==> config.mk <==
export PLATFORM = sky130hd
export DESIGN_NAME = reno_congestion_window_control_unit
export DESIGN_NICKNAME = d
export VERILOG_FILES = /design/src/sv/rcw_pkg.sv /design/src/sv/reno_congestion_window_control_unit.sv
export SDC_FILE = /design/constraint.sdc
export NUM_CORES = 1
export LEC_CHECK = 0
export BUFFER_PORTS_ARGS = -buffer_cell sky130_fd_sc_hd__buf_2
export CORE_ASPECT_RATIO = 1.2
export CORE_UTILIZATION = 50
export CTS_CLUSTER_DIAMETER = 30
export DETAILED_ROUTE_END_ITERATION = 8
export PLACE_DENSITY_LB_ADDON = 0.25
export SETUP_SLACK_MARGIN = 0.15
export SYNTH_ARGS = -nofsm -noshare
export SYNTH_HDL_FRONTEND = slang
export SYNTH_SLANG_ARGS = --single-unit
==> constraint.sdc <==
create_clock -name clk_i -period 3.32 [get_ports clk_i]
set_input_delay 0.166 -clock clk_i [delete_from_list [all_inputs] [get_ports clk_i]]
set_output_delay 0.166 -clock clk_i [all_outputs]
set_load 0.01 [all_outputs]
==> src/sv/rcw_pkg.sv <==
package rcw_pkg;

  localparam int unsigned SEQ_W = 16;
  localparam int unsigned WIN_W = 16;
  localparam int unsigned DUP_W = 4;
  localparam int unsigned OUT_W = 72;

  localparam logic [SEQ_W-1:0] KEEPALIVE_ACK = '1;
  localparam logic [WIN_W-1:0] WIN_MAX = '1;
  localparam logic [WIN_W-1:0] CNT_MAX = '1;
  localparam logic [DUP_W-1:0] DUP_MAX = '1;

  localparam logic [WIN_W-1:0] RST_SSTHRESH = 16'd32;
  localparam logic [DUP_W-1:0] RST_DUP_LIMIT = 4'd3;

  localparam logic [0:0] CFG_SSTHRESH = 1'b0;
  localparam logic [0:0] CFG_DUP_LIMIT = 1'b1;

  typedef enum logic [1:0] {
    PH_SLOW_START = 2'd0,
    PH_AVOID = 2'd1,
    PH_RECOVERY = 2'd2
  } phase_e;

  typedef enum logic [1:0] {
    CMD_ACK = 2'd0,
    CMD_ROUND = 2'd1,
    CMD_TIMEOUT = 2'd2
  } cmd_e;

  typedef struct packed {
    logic [3:0] pad;
    logic round_reached;
    logic [SEQ_W-1:0] retransmit_seq;
    logic retransmit;
    logic [SEQ_W-1:0] window_base;
    logic [1:0] phase;
    logic [WIN_W-1:0] slow_start_threshold;
    logic [WIN_W-1:0] window_size;
  } result_t;

endpackage

==> src/sv/reno_congestion_window_control_unit.sv <==
// channel        dir  signals                         contents
// s_axis         in   tvalid/tready/tdata/tuser       ack event: tuser cmd, tdata ack_number
// m_axis         out  tvalid/tready/tdata             status of the window after each event
// cfg            in   we/idx/wdata                    initial ssthresh, duplicate ack limit
//
// one event per cycle unless m_axis stalls; each event is decoded and applied to the window
// state in its accept cycle, and its status lands in the output register on the same edge
// a status waiting in the output register does not block the next event when m_axis is ready
// reset (rst_ni low) puts the engine in slow start with window 1 and ssthresh 32
// a write of the ssthresh register also loads the live ssthresh
module reno_congestion_window_control_unit (
  input  logic        clk_i,
  input  logic        rst_ni,
  input  logic        s_axis_tvalid_i,
  output logic        s_axis_tready_o,
  input  logic [15:0] s_axis_tdata_i,   // ack_number
  input  logic [1:0]  s_axis_tuser_i,   // cmd
  output logic        m_axis_tvalid_o,
  input  logic        m_axis_tready_i,
  // window_size, slow_start_threshold, phase, window_base, retransmit, retransmit_seq,
  // round_reached, zero fill
  output logic [71:0] m_axis_tdata_o,
  input  logic        cfg_we_i,
  input  logic [0:0]  cfg_idx_i,
  input  logic [15:0] cfg_wdata_i
);

  rcw_pkg::phase_e phase_q, phase_d;
  logic [15:0] hp1_q, hp1_d;
  logic [3:0]  dup_q, dup_d;
  logic [15:0] nac_q, nac_d;
  logic [15:0] ww_q, ww_d;
  logic [15:0] cw_q, cw_d;
  logic [15:0] ss_q, ss_d;
  logic [15:0] base_q, base_d;
  logic [16:0] exp_q, exp_d;
  logic        round_q, round_d;
  logic [3:0]  limit_q;
  logic        out_valid_q;
  rcw_pkg::result_t res_q, res_d;

  logic        accept;
  logic [15:0] ack;
  logic        is_new;
  logic        is_dup;
  logic        rtx;
  logic [3:0]  dup_inc;
  logic [15:0] nac_inc;
  logic [16:0] ww_sum;
  logic [15:0] ww_inc;
  logic [15:0] cw_dbl;

  assign s_axis_tready_o = ~out_valid_q | m_axis_tready_i;
  assign accept = s_axis_tvalid_i & s_axis_tready_o;
  assign ack = s_axis_tdata_i;
  assign is_new = (ack >= hp1_q);
  assign is_dup = (hp1_q != 16'd0) && (ack == (hp1_q - 16'd1));
  assign dup_inc = (dup_q == rcw_pkg::DUP_MAX) ? dup_q : dup_q + 4'd1;
  assign nac_inc = (nac_q == rcw_pkg::CNT_MAX) ? nac_q : nac_q + 16'd1;
  assign ww_sum = {1'b0, ww_q} + 17'd1;
  assign ww_inc = ww_sum[16] ? rcw_pkg::WIN_MAX : ww_sum[15:0];
  assign cw_dbl = cw_q[15] ? rcw_pkg::WIN_MAX : {cw_q[14:0], 1'b0};

  always_comb begin
    phase_d = phase_q;
    hp1_d = hp1_q;
    dup_d = dup_q;
    nac_d = nac_q;
    ww_d = ww_q;
    cw_d = cw_q;
    ss_d = ss_q;
    base_d = base_q;
    exp_d = exp_q;
    round_d = round_q;
    rtx = 1'b0;
    unique case (rcw_pkg::cmd_e'(s_axis_tuser_i))
      rcw_pkg::CMD_ACK: begin
        if (ack != rcw_pkg::KEEPALIVE_ACK) begin
          case (phase_q)
            rcw_pkg::PH_SLOW_START, rcw_pkg::PH_AVOID: begin
              if (is_new) begin
                hp1_d = ack + 16'd1;
                dup_d = '0;
                if (phase_q == rcw_pkg::PH_AVOID) begin
                  nac_d = nac_inc;
                  if (nac_inc == ww_q) begin
                    ww_d = ww_inc;
                  end
                end
              end else if (is_dup) begin
                dup_d = dup_inc;
                if (dup_inc == limit_q) begin
                  ss_d = {1'b0, ww_q[15:1]};
                  ww_d = {1'b0, ww_q[15:1]} + 16'd3;
                  phase_d = rcw_pkg::PH_RECOVERY;
                  rtx = 1'b1;
                end
              end
              if (phase_q == rcw_pkg::PH_SLOW_START && !rtx && ww_q >= ss_q) begin
                nac_d = '0;
                phase_d = rcw_pkg::PH_AVOID;
              end
            end
            rcw_pkg::PH_RECOVERY: begin
              if (is_new) begin
                hp1_d = ack + 16'd1;
                ww_d = (ss_q == 16'd0) ? 16'd1 : ss_q;
                dup_d = '0;
                nac_d = '0;
                phase_d = rcw_pkg::PH_AVOID;
              end else if (is_dup) begin
                ww_d = ww_inc;
              end
            end
            default: begin
            end
          endcase
          if ({1'b0, ack} >= exp_q) begin
            round_d = 1'b1;
          end
        end
      end
      rcw_pkg::CMD_ROUND: begin
        base_d = hp1_q;
        if (phase_q == rcw_pkg::PH_SLOW_START) begin
          cw_d = cw_dbl;
          ww_d = cw_dbl;
        end else begin
          cw_d = ww_q;
        end
        exp_d = {1'b0, base_d} + {1'b0, cw_d} - 17'd1;
        nac_d = '0;
        round_d = 1'b0;
      end
      rcw_pkg::CMD_TIMEOUT: begin
        base_d = hp1_q;
        ss_d = {1'b0, cw_q[15:1]};
        cw_d = 16'd1;
        ww_d = 16'd1;
        dup_d = '0;
        phase_d = rcw_pkg::PH_SLOW_START;
        exp_d = {1'b0, base_d} + {1'b0, cw_d} - 17'd1;
        nac_d = '0;
        round_d = 1'b0;
      end
      default: begin
      end
    endcase

    res_d.pad = '0;
    res_d.round_reached = round_d;
    res_d.retransmit_seq = rtx ? hp1_d : 16'd0;
    res_d.retransmit = rtx;
    res_d.window_base = base_d;
    res_d.phase = phase_d;
    res_d.slow_start_threshold = ss_d;
    res_d.window_size = cw_d;
  end

  always_ff @(posedge clk_i or negedge rst_ni) begin
    if (!rst_ni) begin
      phase_q <= rcw_pkg::PH_SLOW_START;
      hp1_q <= '0;
      dup_q <= '0;
      nac_q <= '0;
      ww_q <= 16'd1;
      cw_q <= 16'd1;
      ss_q <= rcw_pkg::RST_SSTHRESH;
      base_q <= '0;
      exp_q <= '0;
      round_q <= 1'b0;
      limit_q <= rcw_pkg::RST_DUP_LIMIT;
      out_valid_q <= 1'b0;
    end else begin
      if (accept) begin
        phase_q <= phase_d;
        hp1_q <= hp1_d;
        dup_q <= dup_d;
        nac_q <= nac_d;
        ww_q <= ww_d;
        cw_q <= cw_d;
        base_q <= base_d;
        exp_q <= exp_d;
        round_q <= round_d;
        out_valid_q <= 1'b1;
      end else if (m_axis_tready_i) begin
        out_valid_q <= 1'b0;
      end
      if (cfg_we_i && (cfg_idx_i == rcw_pkg::CFG_SSTHRESH)) begin
        ss_q <= cfg_wdata_i;
      end else if (accept) begin
        ss_q <= ss_d;
      end
      if (cfg_we_i && (cfg_idx_i == rcw_pkg::CFG_DUP_LIMIT)) begin
        limit_q <= cfg_wdata_i[3:0];
      end
    end
  end

  always_ff @(posedge clk_i) begin
    if (accept) begin
      res_q <= res_d;
    end
  end

  assign m_axis_tvalid_o = out_valid_q;
  assign m_axis_tdata_o = res_q;

endmodule

* Word level (Yosys, flattened, before mapping) *
Cells that the tools add are included.

cells by class
  $add $sub $neg = 10
  order comparisons = 3
  equality and inequality tests = 20
  muxes and demuxes = 67
  bitwise logic cells = 4
  reductions and logical operators = 23

operator list
  cell                     number
  $mux W16                 31
  $pmux W16 S2             5
  $pmux W16 S3             1
  $add A16 B1 Y17 const B  2
  $pmux W17 S2             1
  $sub A17 B1 Y17 const B  2
  $add A16 B1 Y16 const B  2
  $eq A16 B16 Y1           2
  $ge A16 B16 Y1           2
  $ne A4 B4 Y1 const B     7
  $mux W4                  5
  $add A16 B16 Y17         1
  $ge A16 B17 Y1           1
  $add A15 B2 Y16 const B  1
  $eq A16 B16 Y1 const B   1
  $logic_not A16 Y1        1
  $ne A16 B16 Y1 const B   1
  $pmux W4 S2              2
  $reduce_bool A16 Y1      1
  $sub A16 B1 Y16 const B  1
  $mux W1                  13
  $mux W2                  6
  $reduce_bool A2 Y1       5
  $reduce_and A9 Y1        1
  other kinds (22)         32

storage, ports and cells
  register bits = 193
  input port bits = 40
  output and inout bits = 74
  logic and storage cells = 146

* Depth between registers and ports, before layout *
Gate-level depths: netlist of run 1.

  depth in word-level cells = 16
  depth in mapped cells = 19
  gate-level depth less buffers = 17

* Worst setup path after synthesis of run 1 *
Ideal clock, no wire load.

  kind = reg2reg
  from = register phase_q[0]
  to = register exp_q[15]
  setup time = 84 ps
  data arrival time = 3586 ps
  data required time = 3236 ps
  setup slack = -350 ps
  cell stages (with the launch flop) = 20
  path buffers = 2
  period minus slack after synthesis = 3670 ps
  path through = dfrtp_1 -> clkbuf_1 -> or2_2 -> clkbuf_1 -> or3_1 -> o21ai_0 -> ha_1 -> inv_1 -> ha_1 -> inv_1 -> fa_1 -> nor2b_1 -> o21ai_0 -> a21boi_0 -> o211ai_1 -> nand3_1 -> a41oi_1 -> xor2_1 -> o21ai_0 -> a21boi_0

between the ends
  longest elaborated chain between the ends = 6

RTL lines
  item                    RTL line                                    source
  start, declared         reno_congestion_window_control_unit.sv:28   rcw_pkg::phase_e phase_q, phase_d;
  start signal, assigned  reno_congestion_window_control_unit.sv:162  phase_q <= rcw_pkg::PH_SLOW_START;
  start signal, assigned  reno_congestion_window_control_unit.sv:176  phase_q <= phase_d;
  $logic_not A2 Y1        reno_congestion_window_control_unit.sv:125  if (phase_q == rcw_pkg::PH_SLOW_START) begin
  $mux W16                -
  $mux W16                reno_congestion_window_control_unit.sv:76   unique case (rcw_pkg::cmd_e'(s_axis_tuser_i))
  $add A16 B16 Y17        reno_congestion_window_control_unit.sv:131  exp_d = {1'b0, base_d} + {1'b0, cw_d} - 17'd1;
  $sub A17 B1 Y17         reno_congestion_window_control_unit.sv:131
  $pmux W17 S2            reno_congestion_window_control_unit.sv:76
  end signal, assigned    reno_congestion_window_control_unit.sv:183  exp_q <= exp_d;
  end, declared           reno_congestion_window_control_unit.sv:36   logic [16:0] exp_q, exp_d;

Every way passes these cells. The select of a mux whose other input is x is not followed.
A chain may end at the register's enable or synchronous reset.

* Final worst setup path of run 1 *
  from = register phase_q[0]
  to = register exp_q[16]

Same word-level chain as after synthesis.

==> key figures, run 1 <==
Timing
  • Fmax: 300 MHz
  • Hold Vio Cnt, Final: 0
  • Worst slew margin: 33.8%
  • Layout Skew: 10.6 ps
  • Final hold slack: 11.2 ps
  • Fin. max-slew vios: 0
  • Period utilization: 100%
  • Final worst slack: -14.8 ps
  • RSZ-0062 raised after global routing: true
  • Final min period: 3330 ps
  • Slew @ Worst Pin: 993 ps
  • Final setup viols: 1

Die
  • Core Box Area: 26400 um2
  • Ports: 114
  • Chip Height: 182 um
  • # rows: 65
  • Starting density of the core: 51.1%
  • Die Area: 27600 um2
  • Die width: 152 um

Clocking
  • CTS HTree Levels: 4
  • Worst skew pair latency: 460 ps
  • Reg clk slew, reported paths: 70 ps
  • CTS sink cnt: 193
  • Total CTS buffers: 17
  • TritonCTS clock tree: yes
  • Longest Clk Path Bufs: 2
  • Root Driver: clkbuf_16

Routing
  • Wire length per cell: 21.6 um
  • DRT iter0 DRCs: 1161
  • Post-route ant nets: 0
  • Vias: 12600
  • Drt drc: 0
  • 1st-pass router iterations: 7
  • Vias/cell: 6.23
  • WL final: 43700 um

Final layout
  • Nets: 1801
  • Utilization after layout: 63.2%
  • Share of cells above drive strength 1: 28.8%
  • # diodes: 0
  • Area growth from synthesis to final layout: 23.8%

Synthesis
  • Share of the synthesized area in the top cell type: 22.3%
  • Largest cells by area after synthesis: dfrtp_1 (22%), edfxtp_1 (15%), ha_1 (8.4%), a21oi_1 (3.6%), o21ai_0 (3.5%)
  • Sequential area share after synthesis: 38.5%
  • Async S/R FF share, synth: 64.8%
  • Synth Area in Simple Gates: 16.4%
  • Syn_area_per_cell: 9.15 um2
  • Synth Instances: 1471
  • Post-synth EDFFs: 68
  • Number of synthesis warnings: 0
  • Most used DFF post-synth: dfrtp_1
  • Count of cell types in the netlist: 80
  • Largest family of logic cells by synthesized area: compound AO/OA/AOI/OAI gates
  • Post-synthesis mux area share: 5.55%
  • Cell taking the most area after synthesis: dfrtp_1
  • Post-Synth Adder-Cell Area: 8.52%
  • XOR/XNOR share of the synthesized area: 5.34%
  • Synth Area in Compound Gates: 19.3%
  • Number of synthesized register bits: 193
  • Post-Syn Area: 13500 um2

Worst setup path
  • Critical path cell sequence: or2_4, or3_4, o21ai_4, ha_1, inv_1, ha_1, a21o_1, a2111o_1, a31oi_4, a21oi_4, a221oi_2, xor2_1, o31ai_1
  • Max stage delay cell, worst path: a2111o_1
  • Worst Path Required: 3680 ps
  • CP Capture Type: flop
  • Worst-path maximum fanout: 5
  • CP arrival: 3690 ps
  • Setup Crit Path Kind: flop to flop
  • Crit path launch type: flop
  • WP buf/inv: 1
  • Delay-heaviest family, CP: compound AO/OA/AOI/OAI gates
  • Crit path largest cell delay: 440 ps
  • Most common cell on crit path: ha_1

Power
  • Pleak: 7.22 nW
  • Maximum vdd drop: 0.000559 V
  • Power per cell area: 928 nW/um2

Global routing
  • Overflow after GRT: 0
  • Largest net degree at the start of global routing: 89
  • First-pass GRT wire length: 66200 um
  • Initial antenna violation count: 0
  • GRT Total Usage: 31.7%
  • Vias in the first global route: 12100

Status
  • Status: finished, violations left
  • Failing checks: negative setup slack

Run
  • # Max-Cap Violations: 0

Place
  • I/O Buffers: 109
  • Post-DP HPWL: 32000 um
  • Setup WS pre-CTS: -163 ps
  • RePlAce Congestion: 1.00

Min path
  • HP Class: input pin to flop
==> power breakdown <==
group | total [W] | switching, W | internal (W)
logic | 0.00972 | 0.00525 | 0.00447
clock network | 0.00207 | 0.000964 | 0.00110
registers | 0.00367 | 0.000522 | 0.00314
total | 0.0154 | 0.00673 | 0.00872
==> per-stage QoR <==
| stage | TNS [ps] | instance area (um2) | std cells | power (W) |
|---|---|---|---|---|
| 2_1_floorplan | -204 | 13500 | 1474 | 0.00914 |
| 3_3_place_gp | -3.62 | 15100 | 1939 | 0.0116 |
| 3_5_place_dp | -507 | 15100 | 1939 | 0.0118 |
| 4_1_cts | -19.4 | 15900 | 1986 | 0.0143 |
| 5_1_grt | -522 | 16700 | 2018 | 0.0165 |
| 6_report | -14.8 | 16700 | 2018 | 0.0154 |
==> layer usage <==
| layer | up-vias | global-route usage (%) | wire (um) |
|---|---|---|---|
| met5 | - | 0 | 0 |
| met4 | 0 | 19.0 | 2950 |
| met3 | 188 | 5.65 | 3130 |
| met2 | 607 | 53.2 | 21400 |
| met1 | 6053 | 37.4 | 16200 |
| li1 | 5733 | - | - |
==> layout make-up <==
cell class	count	area, um2
clock inverters	11	103
repair buffers	274	1990
flip-flops and latches	193	5180
fillers	2179	9690
inverters	121	460
clock buffers	21	470
multi-input cells	1063	8030
well taps	335	419
==> path summary, 6_finish.rpt <==
| check | startpoint | to | slack, ps | cells past startpoint |
|---|---|---|---|---|
| worst min register to register | base_q[10] | base_q[10] | 490 | 2 |
| worst max-delay path | phase_q[0] | exp_q[16] | -10 | 13 |
| min in group asynchronous | rst_ni | ss_q[0] | 330 | 2 |
| worst max register to register | phase_q[0] | exp_q[16] | -10 | 13 |
| worst min-delay path | cfg_wdata_i[12] | ss_q[12] | 10 | 4 |
| max in group asynchronous | rst_ni | hp1_q[5] | 2000 | 3 |
==> state kept, by name, summed over array words and instances, names as in the netlist <==
register and cells:
cw_q 16, base_q 16, exp_q 17, ww_q 16, hp1_q 16, nac_q 16
m_axis_tdata_o 68, round_q 1, ss_q 16, m_axis_tvalid_o 1, limit_q 4, dup_q 4
phase_q 2
==> kinds of logic (layout without fill, tap and decap cells) <==
logic type,after synthesis,in the layout
AND/OR/NAND/NOR,426,426
AO/OA/AOI/OAI,396,396
buffers and inverters,218,427
flip-flops,193,193
adder cells (fa/ha/maj),91,91
XOR/XNOR,82,82
multiplexers,64,64
other,1,4
==> worst register-to-register path: cells and delay by family, from the launching register on <==
kind,cells,cell delay [ps]
and+or+nand+nor,2,610
adders and majority gates,2,500
buffers and inverters,1,60
AOI/OAI and AO/OA,7,1590
xor gates and xnor gates,1,100
DFF,1,390
==> cell usage after synthesis, types with 6 or more instances <==
cell type and count:
nor4_1 11, ha_1 90, and4_1 13, edfxtp_1 68, nand2_1 113, o21ai_0 93
a21o_1 20, nand2b_1 30, a221o_1 15, clkbuf_1 75, nor3_1 33, o311ai_0 7
mux2_4 9, o22ai_1 26, o211ai_1 15, nand4_1 24, mux2i_1 15, a21oi_1 98
buf_4 6, or2_2 6, inv_1 120, nor2b_1 10, o31ai_1 19, or3_1 12
nand3_1 43, mux2_2 39, xnor2_1 47, a31oi_1 15, dfrtp_1 120, and2_1 18
xor2_1 35, and3_1 14, a211oi_1 15, buf_2 10, a31o_2 18, nor2_1 79
==> repair_timing <==
item / 4_1_cts / 5_1_grt
buffers inserted: 6 / 30
pin swaps: 26 / 46
gates cloned: 0 / 2
setup endpoints to repair: 61 / 92
resized for setup: 30 / 110
hold buffers: 9 / 0
endpoints found under the hold margin: 89 / 0
==> layout by cell type, fill, tap and decap left out, types with 9 or more instances in the layout <==
cell | synthesis | layout
buf_4 | 6 | 135
dfrtp_1 | 120 | 114
nand2_1 | 113 | 112
inv_1 | 120 | 111
buf_2 | 10 | 108
a21oi_1 | 98 | 84
ha_1 | 90 | 79
o21ai_0 | 93 | 76
nor2_1 | 79 | 76
edfxtp_1 | 68 | 68
xnor2_1 | 47 | 45
nand3_1 | 43 | 41
mux2_2 | 39 | 37
xor2_1 | 35 | 35
nand2b_1 | 30 | 30
nand4_1 | 24 | 24
o22ai_1 | 26 | 24
a21o_1 | 20 | 20
nor3_1 | 33 | 20
clkbuf_16 | 0 | 19
and2_1 | 18 | 18
o31ai_1 | 19 | 18
a31o_2 | 18 | 17
o211ai_1 | 15 | 15
mux2i_1 | 15 | 14
a211oi_1 | 15 | 14
a221o_1 | 15 | 14
and4_1 | 13 | 13
and3_1 | 14 | 13
a31oi_1 | 15 | 13
o21ai_1 | 1 | 12
a21oi_2 | 0 | 11
mux2_4 | 9 | 11
buf_6 | 1 | 11
dlygate4sd3_1 | 0 | 9
No activity file was read; power rests on OpenSTA's default activity.
==> run 2, diff against run 1 <==
--- a/config.mk
+++ b/config.mk
@@ -6,8 +6,10 @@
 export NUM_CORES = 1
 export LEC_CHECK = 0
 export BUFFER_PORTS_ARGS = -buffer_cell sky130_fd_sc_hd__buf_2
+export CELL_PAD_IN_SITES_DETAIL_PLACEMENT = 1
+export CELL_PAD_IN_SITES_GLOBAL_PLACEMENT = 1
 export CORE_ASPECT_RATIO = 1.2
-export CORE_UTILIZATION = 50
+export CORE_UTILIZATION = 43
 export CTS_CLUSTER_DIAMETER = 30
 export DETAILED_ROUTE_END_ITERATION = 8
 export PLACE_DENSITY_LB_ADDON = 0.25
==> key figures, run 2 (same netlist as run 1, synthesis figures left out) <==
Status
  • Status: finished, violations left
  • Failing checks: negative setup slack

Timing
  • Period utilization: 105% (+4.6 points)
  • RSZ-0062 raised after global routing: true
  • Setup TNS Final: -697 ps (-682 ps)
  • Fmax: 287 MHz (-4.4%)
  • Slew @ Worst Pin: 1050 ps (+59.8 ps)
  • Worst slew margin: 29.8% (-4.0 points)
  • Final worst slack: -167 ps (-152 ps)
  • Final min period: 3490 ps (+152 ps)
  • Hold Vio Cnt, Final: 0 (unchanged)
  • Final setup viols: 10 (+9)
  • Fin. max-slew vios: 0 (unchanged)
  • Layout Skew: 19.9 ps (+9.35 ps)

Final layout
  • Nets: 1822 (+1.2%)
  • Highest-count cells in the layout ignoring fill and taps: buf_4 (143), inv_1 (114), dfrtp_1 (114)
  • Share of cells above drive strength 1: 31.4% (+2.6 points)
  • Leading cell type in the layout, fill and taps excluded: buf_4
  • Area growth from synthesis to final layout: 27.5%
  • # diodes: 0 (unchanged)
  • Max FFs per register: 68 (unchanged)

Worst setup path
  • Setup Crit Path Kind: flop to flop
  • Worst-path maximum fanout: 7 (+2)
  • CP arrival: 3800 ps (+110 ps)
  • Reg2Reg Setup Slack: -170 ps (-150 ps)
  • R2R Path End: exp_q[16]
  • CP Capture Type: flop
  • FF-to-FF path depth: 15 (+2)
  • RR Startpoint: phase_q[1]
  • Worst Path Required: 3630 ps (-50 ps)
  • Crit path launch type: flop

Die
  • Core Box Area: 30700 um2 (+16%)
  • Die width: 163 um (+7.7%)
  • Ports: 114 (unchanged)
  • Chip Height: 196 um (+7.7%)
  • # rows: 70 (+7.7%)
  • Die Area: 32000 um2 (+16%)
  • Starting density of the core: 43.9% (-7.2 points)

Clocking
  • Total CTS buffers: 17 (unchanged)
  • Worst skew pair latency: 470 ps (about the same)
  • CTS sink cnt: 193 (unchanged)
  • Root Driver: clkbuf_16
  • Longest Clk Path Bufs: 2 (unchanged)
  • CTS HTree Levels: 4 (unchanged)
  • TritonCTS clock tree: yes
  • Reg clk slew, reported paths: 70 ps (about the same)

Routing
  • Drt drc: 0 (unchanged)
  • DRT iter0 DRCs: 971 (-16%)
  • Vias: 13000 (+3.5%)
  • 1st-pass router iterations: 5 (-2)
  • Vias/cell: 6.20 (-0.52%)
  • Wire length per cell: 25.2 um (+17%)
  • WL final: 53000 um (+21%)
  • Post-route ant nets: 0 (unchanged)

Global routing
  • Overflow after GRT: 0 (unchanged)
  • GRT met2 Usage: 55.4% (+2.2 points)
  • GRT Total Usage: 31.6% (-0.17 points)
  • Met1 usage: 37.7% (+0.36 points)
  • Initial antenna violation count: 0 (unchanged)
  • Largest net degree at the start of global routing: 101 (+13%)
  • First-pass GRT wire length: 76400 um (+16%)
  • GR peak layer: met2
  • Vias in the first global route: 13400 (+10%)
  • Grt met3 use: 3.57% (-2.1 points)

Min path
  • Hold Path Sink: ss_q[12]
  • Worst Hold Launch: cfg_wdata_i[12]
  • Hold Path Stages: 4 (unchanged)
  • HP Class: input pin to flop

Power
  • Power per cell area: 963 nW/um2 (+3.8%)
  • Tot Pwr: 0.0165 W (+6.9%)
  • Maximum vdd drop: 0.000442 V (-21%)
  • Pleak: 7.36 nW (+1.9%)

Run
  • # Max-Cap Violations: 0 (unchanged)

Place
  • RePlAce Congestion: 0.945 (-5.5%)
  • I/O Buffers: 109 (unchanged)
  • Post-DP HPWL: 36900 um (+15%)
## run 2: cell count changes in the layout (fill, tap and decap cells not counted), sizes merged
| cell | change |
|---|---|
| clkinv | +2 |
| buf | +20 |
| dlygate4sd3 | +2 |
| bufinv | -1 |
| clkinvlp | +2 |
| clkbuf | -4 |
## run 2: worst max-delay path, stage by stage, from the launching register on
cell      delay [ps]
dfrtp_1          400
buf_4            190
nor2_4           230
mux2i_1          330
ha_1             220
inv_1             70
ha_4             160
a21o_1           170
a21o_1           170
a2111o_1         420
a31oi_4          210
a21oi_4          110
buf_4            150
a221oi_2         260
xor2_1           170
o31ai_1           70
## run 2: per-stage QoR
step | setup slack [ps] | area, um2 | hold WS, ps | std cells | utilization [%]
final | -167 | 17200 | 19.1 | 2100 | 56.0
after global routing | -243 | 17200 | 29.5 | 2100 | 56.0
after CTS | -25.1 | 16300 | 0.706 | 2073 | 53.0
after detailed placement | -228 | 15100 | 381 | 2003 | 49.4
after global placement | 7.20 | 15100 | 373 | 2003 | 49.4
after floorplan | -85.0 | 13500 | -130 | 1474 | -
## run 2: layout make-up
| cell class | instances | area (um2) |
|---|---|---|
| fill | 3474 | 13500 |
| clock inverter | 14 | 131 |
| clock buffer | 18 | 429 |
| tap | 396 | 495 |
| sequential | 193 | 5180 |
| multi-input combinational | 1063 | 8260 |
| timing repair buffer | 295 | 2190 |
| inverter | 121 | 460 |
## run 2: worst max-delay path by stage
| stage | startpoint | end | slack [ps] | cells after the start |
|---|---|---|---|---|
| finish | phase_q[1] | exp_q[16] | -170 | 15 |
| global route | phase_q[1] | exp_q[16] | -240 | 15 |
| CTS | phase_q[1] | exp_q[15] | -30 | 17 |
| detailed placement | phase_q[1] | exp_q[15] | -230 | 17 |
| global placement | phase_q[1] | exp_q[14] | 7 | 15 |
| floorplan | phase_q[0] | exp_q[14] | -90 | 17 |
## run 2: power by group
group	switching [W]	internal [W]
logic	0.00605	0.00478
registers	0.000498	0.00314
clock network	0.00106	0.000988
## run 2: layer usage
metal | wire length, um | vias to the layer above
met2 | 27000 | 461
met1 | 20400 | 6636
met3 | 2480 | 166
met5 | 0 | -
met4 | 3040 | 0
li1 | - | 5761
## run 2: repair_timing
item	in CTS	in global routing
buffers inserted	26	25
gates cloned	1	2
resized for setup	55	141
hold buffers	11	0
endpoints found under the hold margin	103	0
pin swaps	29	46
setup endpoints to repair	90	93
